[src/src/mesh_xy_route_compute_macros.svh]
// Assertion macros for the mesh XY route compute block.
// Used by src/mesh_xy_route_compute.sv; expects clk and rst_n in scope.
`ifndef MESH_XY_ROUTE_COMPUTE_MACROS_SVH
`define MESH_XY_ROUTE_COMPUTE_MACROS_SVH

// Check a property at every clock edge outside reset.
`define MXY_ASSERT(label, prop, msg) \
    label: assert property (@(posedge clk) disable iff (!rst_n) (prop)) else $error(msg);

// Check that a condition at one edge implies another at the next edge.
`define MXY_ASSERT_NEXT(label, ante, cons, msg) \
    label: assert property (@(posedge clk) disable iff (!rst_n) (ante) |=> (cons)) \
        else $error(msg);

`endif

[src/src/mxy_pkg.sv]
// Types, codes and division step functions for the mesh XY route compute block.
// No dependencies; used by src/mesh_xy_route_compute.sv.
`default_nettype none

package mxy_pkg;

    localparam int MAX_PORTS    = 16;
    localparam int ROUTER_PORTS = 4;

    localparam int DEST_W     = 16;
    localparam int RN_W       = 12;
    localparam int LPC_W      = 4;
    localparam int PT_W       = 5;
    localparam int MW_W       = 13;
    localparam int MASK_W     = 16;
    localparam int PORT_W     = 4;
    localparam int STAT_W     = 2;
    localparam int USE_W      = 5;
    localparam int CFG_IDX_W  = 3;
    localparam int CFG_DATA_W = 16;

    localparam logic [PORT_W-1:0] DIR_NORTH = 4'd0;
    localparam logic [PORT_W-1:0] DIR_EAST  = 4'd1;
    localparam logic [PORT_W-1:0] DIR_SOUTH = 4'd2;
    localparam logic [PORT_W-1:0] DIR_WEST  = 4'd3;

    localparam logic [STAT_W-1:0] STAT_OK          = 2'd0;
    localparam logic [STAT_W-1:0] STAT_BAD_DEST    = 2'd1;
    localparam logic [STAT_W-1:0] STAT_BAD_ARRIVAL = 2'd2;

    localparam logic [CFG_IDX_W-1:0] CFG_ROUTER_NUMBER    = 3'd0;
    localparam logic [CFG_IDX_W-1:0] CFG_LOCAL_PORT_COUNT = 3'd1;
    localparam logic [CFG_IDX_W-1:0] CFG_PORT_TOTAL       = 3'd2;
    localparam logic [CFG_IDX_W-1:0] CFG_MESH_WIDTH       = 3'd3;
    localparam logic [CFG_IDX_W-1:0] CFG_CONNECTED_MASK   = 3'd4;

    localparam int DIV1_STEPS  = 4;
    localparam int DIV1_STAGES = DEST_W / DIV1_STEPS;
    localparam int DIV2_STEPS  = 2;
    localparam int DIV2_STAGES = DEST_W / DIV2_STEPS;
    localparam int NUM_STAGES  = DIV1_STAGES + DIV2_STAGES + 1;

    typedef struct packed {
        logic [LPC_W-1:0]  rem;
        logic [DEST_W-1:0] quo;
    } div1_t;

    typedef struct packed {
        logic [MW_W-1:0]   rem;
        logic [DEST_W-1:0] quo;
    } div2_t;

    typedef struct packed {
        logic              action;
        logic [MASK_W-1:0] mask;
        logic [STAT_W-1:0] status;
        logic [PORT_W-1:0] port;
        div1_t             dest_div;
        div2_t             rtr_div;
        div2_t             home_div;
    } pipe_t;

    typedef struct packed {
        logic [PORT_W-1:0] port;
        logic [MASK_W-1:0] mask;
        logic [STAT_W-1:0] status;
    } rsp_t;

    function automatic div1_t div1_step(div1_t cur, logic [LPC_W-1:0] divisor);
        logic [LPC_W:0] trial;
        div1_t          nxt;
        trial = {cur.rem, cur.quo[DEST_W-1]};
        nxt.quo = {cur.quo[DEST_W-2:0], 1'b0};
        if (trial >= {1'b0, divisor})
        begin
            trial = trial - {1'b0, divisor};
            nxt.quo[0] = 1'b1;
        end
        nxt.rem = trial[LPC_W-1:0];
        return nxt;
    endfunction

    function automatic div2_t div2_step(div2_t cur, logic [MW_W-1:0] divisor);
        logic [MW_W:0] trial;
        div2_t         nxt;
        trial = {cur.rem, cur.quo[DEST_W-1]};
        nxt.quo = {cur.quo[DEST_W-2:0], 1'b0};
        if (trial >= {1'b0, divisor})
        begin
            trial = trial - {1'b0, divisor};
            nxt.quo[0] = 1'b1;
        end
        nxt.rem = trial[MW_W-1:0];
        return nxt;
    endfunction

endpackage

`default_nettype wire

[src/src/mesh_xy_route_compute.sv]
// XY dimension-order route compute for one mesh router, with its config registers.
// Depends on src/mxy_pkg.sv and src/mesh_xy_route_compute_macros.svh.
//
// One header is accepted every cycle while req_stall is low (skid buffer empty):
// four pipeline stages divide the destination by the local port count (four
// quotient bits each), eight more split the destination router into x and y
// by the mesh width (two quotient bits each, with the home router split
// alongside), one stage picks the port, and an output register with a
// one-entry skid buffer holds results while the far side stalls. Config
// writes are taken in any cycle (cfg_ready is always high) and must be made
// only while no header is in flight. No clearing pass runs after reset.
`default_nettype none

`include "mesh_xy_route_compute_macros.svh"

module mesh_xy_route_compute
(
    input  wire logic                            clk,
    input  wire logic                            rst_n,

    input  wire logic                            cfg_valid,
    output      logic                            cfg_ready,
    input  wire logic [mxy_pkg::CFG_IDX_W-1:0]   cfg_index,
    input  wire logic [mxy_pkg::CFG_DATA_W-1:0]  cfg_data,

    input  wire logic                            req_valid,
    output      logic                            req_stall,
    input  wire logic                            action,
    input  wire logic [mxy_pkg::DEST_W-1:0]      destination,
    input  wire logic [mxy_pkg::PORT_W-1:0]      arrival_port,

    output      logic                            rsp_valid,
    input  wire logic                            rsp_stall,
    output      logic [mxy_pkg::PORT_W-1:0]      out_port,
    output      logic [mxy_pkg::MASK_W-1:0]      forward_mask,
    output      logic [mxy_pkg::STAT_W-1:0]      status
);

    localparam int N = mxy_pkg::NUM_STAGES;

    logic [mxy_pkg::RN_W-1:0]   router_number_reg;
    logic [mxy_pkg::LPC_W-1:0]  local_port_count_reg;
    logic [mxy_pkg::PT_W-1:0]   port_total_reg;
    logic [mxy_pkg::MW_W-1:0]   mesh_width_reg;
    logic [mxy_pkg::MASK_W-1:0] connected_mask_reg;

    logic [mxy_pkg::LPC_W-1:0]  lpc_eff;
    logic [mxy_pkg::MW_W-1:0]   width_eff;
    logic [mxy_pkg::USE_W-1:0]  usable_ports;

    mxy_pkg::pipe_t             entry;
    mxy_pkg::pipe_t             stage_in   [N];
    mxy_pkg::pipe_t             pipe_next  [N];
    mxy_pkg::pipe_t             pipe_reg   [N];
    logic [N-1:0]               pipe_valid_reg;
    logic [N-1:0]               pipe_valid_next;
    logic                       pipe_en;
    logic                       req_accept;

    mxy_pkg::rsp_t              last_rsp;
    logic                       last_valid;
    mxy_pkg::rsp_t              out_reg;
    mxy_pkg::rsp_t              skid_reg;
    logic                       out_valid_reg;
    logic                       out_valid_next;
    logic                       skid_valid_reg;
    logic                       skid_valid_next;
    logic                       out_load_pipe;
    logic                       out_load_skid;
    logic                       skid_load;
    logic                       rsp_xfer;

    assign cfg_ready = 1'b1;

    always_ff @(posedge clk or negedge rst_n)
    begin
        if (!rst_n)
        begin
            router_number_reg    <= '0;
            local_port_count_reg <= mxy_pkg::LPC_W'(1);
            port_total_reg       <= mxy_pkg::PT_W'(5);
            mesh_width_reg       <= mxy_pkg::MW_W'(1);
            connected_mask_reg   <= '0;
        end
        else if (cfg_valid && cfg_ready)
        begin
            unique case (cfg_index)
                mxy_pkg::CFG_ROUTER_NUMBER:
                    router_number_reg <= cfg_data[mxy_pkg::RN_W-1:0];
                mxy_pkg::CFG_LOCAL_PORT_COUNT:
                    local_port_count_reg <= cfg_data[mxy_pkg::LPC_W-1:0];
                mxy_pkg::CFG_PORT_TOTAL:
                    port_total_reg <= cfg_data[mxy_pkg::PT_W-1:0];
                mxy_pkg::CFG_MESH_WIDTH:
                    mesh_width_reg <= cfg_data[mxy_pkg::MW_W-1:0];
                mxy_pkg::CFG_CONNECTED_MASK:
                    connected_mask_reg <= cfg_data[mxy_pkg::MASK_W-1:0];
                default:
                begin
                end
            endcase
        end
    end

    assign lpc_eff   = (local_port_count_reg == '0) ? mxy_pkg::LPC_W'(1) : local_port_count_reg;
    assign width_eff = (mesh_width_reg == '0) ? mxy_pkg::MW_W'(1) : mesh_width_reg;
    assign usable_ports = (port_total_reg > mxy_pkg::PT_W'(mxy_pkg::MAX_PORTS))
                        ? mxy_pkg::USE_W'(mxy_pkg::MAX_PORTS) : port_total_reg;

    assign pipe_en    = !skid_valid_reg;
    assign req_stall  = skid_valid_reg;
    assign req_accept = req_valid && !req_stall;

    // Broadcast mask and item load into the first stage.
    always_comb
    begin
        entry = '0;
        entry.action = action;
        entry.dest_div.quo = destination;
        entry.status = mxy_pkg::STAT_OK;
        for (int i = mxy_pkg::ROUTER_PORTS; i < mxy_pkg::MASK_W; i++)
        begin
            if ((mxy_pkg::USE_W'(i) < usable_ports) && (mxy_pkg::PORT_W'(i) != arrival_port)
                && connected_mask_reg[i])
            begin
                entry.mask[i] = 1'b1;
            end
        end
        if (arrival_port >= mxy_pkg::PORT_W'(mxy_pkg::ROUTER_PORTS))
        begin
            entry.mask[mxy_pkg::ROUTER_PORTS-1:0] =
                connected_mask_reg[mxy_pkg::ROUTER_PORTS-1:0];
            if ({1'b0, arrival_port} >= usable_ports)
            begin
                entry.status = mxy_pkg::STAT_BAD_ARRIVAL;
            end
        end
        else if (arrival_port == mxy_pkg::DIR_NORTH)
        begin
            entry.mask[mxy_pkg::DIR_SOUTH] = connected_mask_reg[mxy_pkg::DIR_SOUTH];
        end
        else if (arrival_port == mxy_pkg::DIR_SOUTH)
        begin
            entry.mask[mxy_pkg::DIR_NORTH] = connected_mask_reg[mxy_pkg::DIR_NORTH];
        end
        else
        begin
            for (int i = 0; i < mxy_pkg::ROUTER_PORTS; i++)
            begin
                if ((mxy_pkg::PORT_W'(i) != arrival_port) && connected_mask_reg[i])
                begin
                    entry.mask[i] = 1'b1;
                end
            end
        end
    end

    for (genvar s = 0; s < N; s++)
    begin : g_stage
        if (s == 0)
        begin : g_first
            assign stage_in[s] = entry;
        end
        else
        begin : g_link
            assign stage_in[s] = pipe_reg[s-1];
        end

        if (s < mxy_pkg::DIV1_STAGES)
        begin : g_div1
            always_comb
            begin
                pipe_next[s] = stage_in[s];
                for (int j = 0; j < mxy_pkg::DIV1_STEPS; j++)
                begin
                    pipe_next[s].dest_div = mxy_pkg::div1_step(pipe_next[s].dest_div, lpc_eff);
                end
            end
        end
        else if (s < mxy_pkg::DIV1_STAGES + mxy_pkg::DIV2_STAGES)
        begin : g_div2
            always_comb
            begin
                pipe_next[s] = stage_in[s];
                if (s == mxy_pkg::DIV1_STAGES)
                begin
                    pipe_next[s].rtr_div.rem  = '0;
                    pipe_next[s].rtr_div.quo  = stage_in[s].dest_div.quo;
                    pipe_next[s].home_div.rem = '0;
                    pipe_next[s].home_div.quo = mxy_pkg::DEST_W'(router_number_reg);
                end
                for (int j = 0; j < mxy_pkg::DIV2_STEPS; j++)
                begin
                    pipe_next[s].rtr_div  = mxy_pkg::div2_step(pipe_next[s].rtr_div, width_eff);
                    pipe_next[s].home_div = mxy_pkg::div2_step(pipe_next[s].home_div, width_eff);
                end
            end
        end
        else
        begin : g_pick
            logic [mxy_pkg::USE_W-1:0] local_port;

            assign local_port = {1'b0, stage_in[s].dest_div.rem}
                              + mxy_pkg::USE_W'(mxy_pkg::ROUTER_PORTS);

            always_comb
            begin
                pipe_next[s] = stage_in[s];
                pipe_next[s].port = mxy_pkg::DIR_NORTH;
                if (!stage_in[s].action)
                begin
                    pipe_next[s].mask   = '0;
                    pipe_next[s].status = mxy_pkg::STAT_OK;
                    priority if (stage_in[s].rtr_div.rem < stage_in[s].home_div.rem)
                        pipe_next[s].port = mxy_pkg::DIR_WEST;
                    else if (stage_in[s].rtr_div.rem > stage_in[s].home_div.rem)
                        pipe_next[s].port = mxy_pkg::DIR_EAST;
                    else if (stage_in[s].rtr_div.quo < stage_in[s].home_div.quo)
                        pipe_next[s].port = mxy_pkg::DIR_SOUTH;
                    else if (stage_in[s].rtr_div.quo > stage_in[s].home_div.quo)
                        pipe_next[s].port = mxy_pkg::DIR_NORTH;
                    else if (local_port >= usable_ports)
                        pipe_next[s].status = mxy_pkg::STAT_BAD_DEST;
                    else
                        pipe_next[s].port = local_port[mxy_pkg::PORT_W-1:0];
                end
            end
        end
    end

    assign pipe_valid_next = {pipe_valid_reg[N-2:0], req_accept};

    always_ff @(posedge clk or negedge rst_n)
    begin
        if (!rst_n)
        begin
            pipe_valid_reg <= '0;
        end
        else if (pipe_en)
        begin
            pipe_valid_reg <= pipe_valid_next;
        end
    end

    always_ff @(posedge clk)
    begin
        if (pipe_en)
        begin
            pipe_reg <= pipe_next;
        end
    end

    assign last_valid      = pipe_valid_reg[N-1];
    assign last_rsp.port   = pipe_reg[N-1].port;
    assign last_rsp.mask   = pipe_reg[N-1].mask;
    assign last_rsp.status = pipe_reg[N-1].status;
    assign rsp_xfer        = out_valid_reg && !rsp_stall;

    always_comb
    begin
        out_valid_next  = out_valid_reg;
        skid_valid_next = skid_valid_reg;
        out_load_pipe   = 1'b0;
        out_load_skid   = 1'b0;
        skid_load       = 1'b0;
        if (skid_valid_reg)
        begin
            if (rsp_xfer)
            begin
                out_load_skid   = 1'b1;
                skid_valid_next = 1'b0;
            end
        end
        else if (!out_valid_reg || rsp_xfer)
        begin
            out_valid_next = last_valid;
            out_load_pipe  = last_valid;
        end
        else if (last_valid)
        begin
            skid_valid_next = 1'b1;
            skid_load       = 1'b1;
        end
    end

    always_ff @(posedge clk or negedge rst_n)
    begin
        if (!rst_n)
        begin
            out_valid_reg  <= 1'b0;
            skid_valid_reg <= 1'b0;
        end
        else
        begin
            out_valid_reg  <= out_valid_next;
            skid_valid_reg <= skid_valid_next;
        end
    end

    always_ff @(posedge clk)
    begin
        if (out_load_skid)
        begin
            out_reg <= skid_reg;
        end
        else if (out_load_pipe)
        begin
            out_reg <= last_rsp;
        end
        if (skid_load)
        begin
            skid_reg <= last_rsp;
        end
    end

    assign rsp_valid    = out_valid_reg;
    assign out_port     = out_reg.port;
    assign forward_mask = out_reg.mask;
    assign status       = out_reg.status;

    `MXY_ASSERT(a_skid_fill, $rose(skid_valid_reg) |-> $past(rsp_valid && rsp_stall), "skid filled without a stalled result")
    `MXY_ASSERT(a_skid_behind_out, skid_valid_reg |-> out_valid_reg, "skid holds a result while output is empty")
    `MXY_ASSERT_NEXT(a_pipe_hold, !pipe_en, $stable(pipe_valid_reg), "pipeline moved while held")
    `MXY_ASSERT(a_bad_dest, (rsp_valid && (status == mxy_pkg::STAT_BAD_DEST)) |-> ((out_port == mxy_pkg::DIR_NORTH) && (forward_mask == '0)), "bad destination with nonzero port or mask")
    `MXY_ASSERT(a_bad_arrival, (rsp_valid && (status == mxy_pkg::STAT_BAD_ARRIVAL)) |-> (out_port == mxy_pkg::DIR_NORTH), "bad arrival with nonzero port")

endmodule

`default_nettype wire

[config.mk]
export PLATFORM = sky130hd
export DESIGN_NAME = mesh_xy_route_compute
export DESIGN_NICKNAME = d
export VERILOG_FILES = /design/src/src/mxy_pkg.sv /design/src/src/mesh_xy_route_compute.sv
export VERILOG_INCLUDE_DIRS = /design/src /design/src/src
export SDC_FILE = /design/constraint.sdc
export NUM_CORES = 2
export LEC_CHECK = 0
export ABC_AREA = 1
export ABC_CLOCK_PERIOD_IN_PS = 25800
export BUFFER_PORTS_ARGS = -buffer_cell sky130_fd_sc_hd__buf_2
export CORE_MARGIN = 4
export CORE_UTILIZATION = 58
export CTS_CLUSTER_DIAMETER = 150
export DETAILED_ROUTE_END_ITERATION = 6
export HOLD_SLACK_MARGIN = 0.06
export PLACE_DENSITY = 0.75
export SLEW_MARGIN = 0
export SYNTH_ARGS = -nofsm -noshare
export SYNTH_HDL_FRONTEND = slang
export SYNTH_SLANG_ARGS = --single-unit
[constraint.sdc]
create_clock -name clk -period 25.8 [get_ports clk]
set_clock_uncertainty 0.05 [all_clocks]
set_input_delay 2.58 -clock clk [delete_from_list [all_inputs] [get_ports clk]]
set_output_delay 2.58 -clock clk [all_outputs]
set_load 0.005 [all_outputs]
==> run metrics <==
Post-Syn Instances=5911; Core ar.=96600 sq um; startpoint types=primary input; largest net degree at the start of global routing=around 170; mux share of post-synthesis cell area=0.520%; initial antenna violation count=5; status=completed; simple-gate share of the synthesized area=18.0%; Compound-Gate Fraction of Synth Area=10.5%; CP Class=primary input to register; RSZ-0062 raised after global routing=no; vias per inst=between 5 and 6; antenna viol nets, final=0; Placement Setup Slack=17.96 ns; post-cts resize count=0; Clk Latency, worst-skew pair=between 0.6 and 0.7 ns; library cells used by synthesis=69; DRT iter0 DRCs=2956; Critical Path Max Stage Delay=0.42 ns; Root Buffer=clkbuf_16; Worst-Margin Slew=1.13 ns; f_max=141 MHz; initial cell density of the core=58.3%; most used cell, CP=nand2_1; clock slew at reported path FFs=0.06 ns; Critical path destination=pipe_reg[1286]; Port Buf Inserts=68; r2r setup slk=18.73 ns; Synth Area in Adders=approximately an eighth; sequential area share after synthesis=48.5%; Die W=320 um; TritonCTS clock tree=done; #FFs+latches synth=921; Site Rows=114; final core utilization=a little under two thirds; # Post-CTS Setup Buffers=0; Initial DRT Pass Iterations=5; total wire length=123000 um; routed len/inst=16.7 um; Post-route DRC=0; FF-to-FF End=pipe_next[883]; Post-Synth XOR/XNOR Area=4.96%; max-cap violation count=0; Setup-failing EPs final=0; Mean Syn Cell Area=9.53 sq um; first-pass GRT wire length=198000 um; Hold Violations, Final=0; routability congestion estimate=0.923; Setup WS post-layout=18.73 ns; Syn. warnings=0; max FFs per register=541; total global routing overflow=0; CTS HTree Levels=3; Rel. slew slack=24.4%; Fin Setup TNS=0 ns; commonest non-fill, non-tap cell in the layout=nand2_1; Reg2Reg Depth=34; GRT Util Overall=23.7%; CP max FO=8; largest family of logic cells by synthesized area=simple AND/OR/NAND/NOR gates; fin crit share=27.4%; Slew Limit Fails=0; Post-synth EDFFs=856; total CTS buffers=97; area growth from synthesis to layout=8.85%; Cell Area, Synth=~56000 sq um; clock sink count=921; layout cells sized above 1=approximately 7.3%; Worst path slowest cell=o21ai_0; top_reg_cell synth=edfxtp_1; vias in the first global route=39988; Final Critical Period=roughly 7.1 ns; Worst Hold Class=register to register; fillers=7836; reg2reg start=local_port_count_reg[1]; clk buf depth=3; crit path DAT=7.44 ns; DPL Wire Length=between 90000 and 100000 um; critical path startpoint=destination[15]; Data required, critical path=26.17 ns; most frequent cells in the layout=nand2_1, edfxtp_1, inv_1; Final #Nets=6617; Die Height=320 um; CP endpoint kind=register; Vias=roughly 41000; CTS Hold Buffers Added=0; die area=102000 sq um; share of flip-flops with an asynchronous set or reset=7.06%; IO Pins=70
## metrics by stage
step                instances  hold slack [ns]  instance area (sq um)
floorplan                5915            0.350                  56400
global placement         7213            0.350                  58100
detailed placement       7213            0.355                  58100
CTS                      7393            0.341                  61300
global route             7394            0.355                  61300
finish                   7396            0.343                  61300
## metal layers
metal / up-vias / wire length (um) / share of wire, % / global-route usage (%)
li1: 20665 / - / - / -
met1: 19182 / 54400 / 44 / 31.1
met2: 894 / 59400 / 48 / 40.9
met3: 217 / 5620 / 4.6 / 3.09
met4: 2 / 3840 / 3.1 / 8.21
met5: - / 13 / 0.011 / 0
## critical path, delay by kind of cell
| kind | cells | cell delay (ns) |
|---|---|---|
| and+or+nand+nor | 16 | 1.50 |
| buffers and inverters | 4 | 0.33 |
| AOI/OAI and AO/OA | 8 | 1.75 |
| adders and majority gates | 5 | 1.26 |
## area by class of cell
cell class	instances	area (sq um)	area share (%)
repair buffers	105	631	1.03
well taps	1276	1600	2.60
clock buffers	113	2510	4.09
diodes	3	7.51	0.0122
inverters	610	2300	3.76
multi-input cells	4301	26200	42.7
flip-flops and latches	921	27300	44.6
clock inverters	67	746	1.22
## how the worst min path moves through the flow
stage	start	end	slack, ns	cells past startpoint
2_1_floorplan	pipe_next[1101]	pipe_next[1000]	0.35	0
3_3_place_gp	pipe_next[190]	pipe_reg[190]	0.35	0
3_5_place_dp	pipe_next[1102]	pipe_next[1001]	0.35	0
4_1_cts	pipe_next[310]	pipe_next[211]	0.34	0
5_1_grt	pipe_next[407]	pipe_next[308]	0.36	0
6_report	pipe_next[339]	pipe_next[240]	0.34	0
## synth_stat cells (all sizes together) (10+ instances only)
cell / number / area share [%]
a31oi: 28 / 0.32
nor4: 10 / 0.11
a21o: 33 / 0.44
nand4: 55 / 0.65
fa: 43 / 1.5
o21bai: 55 / 0.75
o2111ai: 15 / 0.23
o21ai: 478 / 4.4
mux2: 26 / 0.52
ha: 493 / 11
a21oi: 398 / 3.6
nor2: 443 / 3.2
dfrtp: 61 / 2.7
xnor2: 140 / 2.2
nand3b: 32 / 0.45
or2: 15 / 0.17
xor2: 179 / 2.8
nor3: 59 / 0.57
buf: 63 / 0.80
nand2: 1440 / 9.7
edfxtp: 856 / 46
clkbuf: 20 / 0.14
inv: 609 / 4.1
nand3: 292 / 3.1
o21a: 28 / 0.37
## cells by family (layout without fill, tap and decap cells)
logic type | Yosys count | after routing
AND/OR/NAND/NOR | 2349 | 2349
AO/OA/AOI/OAI | 1065 | 1065
flip-flops | 921 | 921
buffers and inverters | 693 | 895
adder cells (fa/ha/maj) | 536 | 536
XOR/XNOR | 319 | 319
multiplexers | 26 | 26
other | 2 | 9
Power is left out: the tool's default activity adds up to more than one toggle a clock period on the data nets, which glitch-free logic cannot reach.
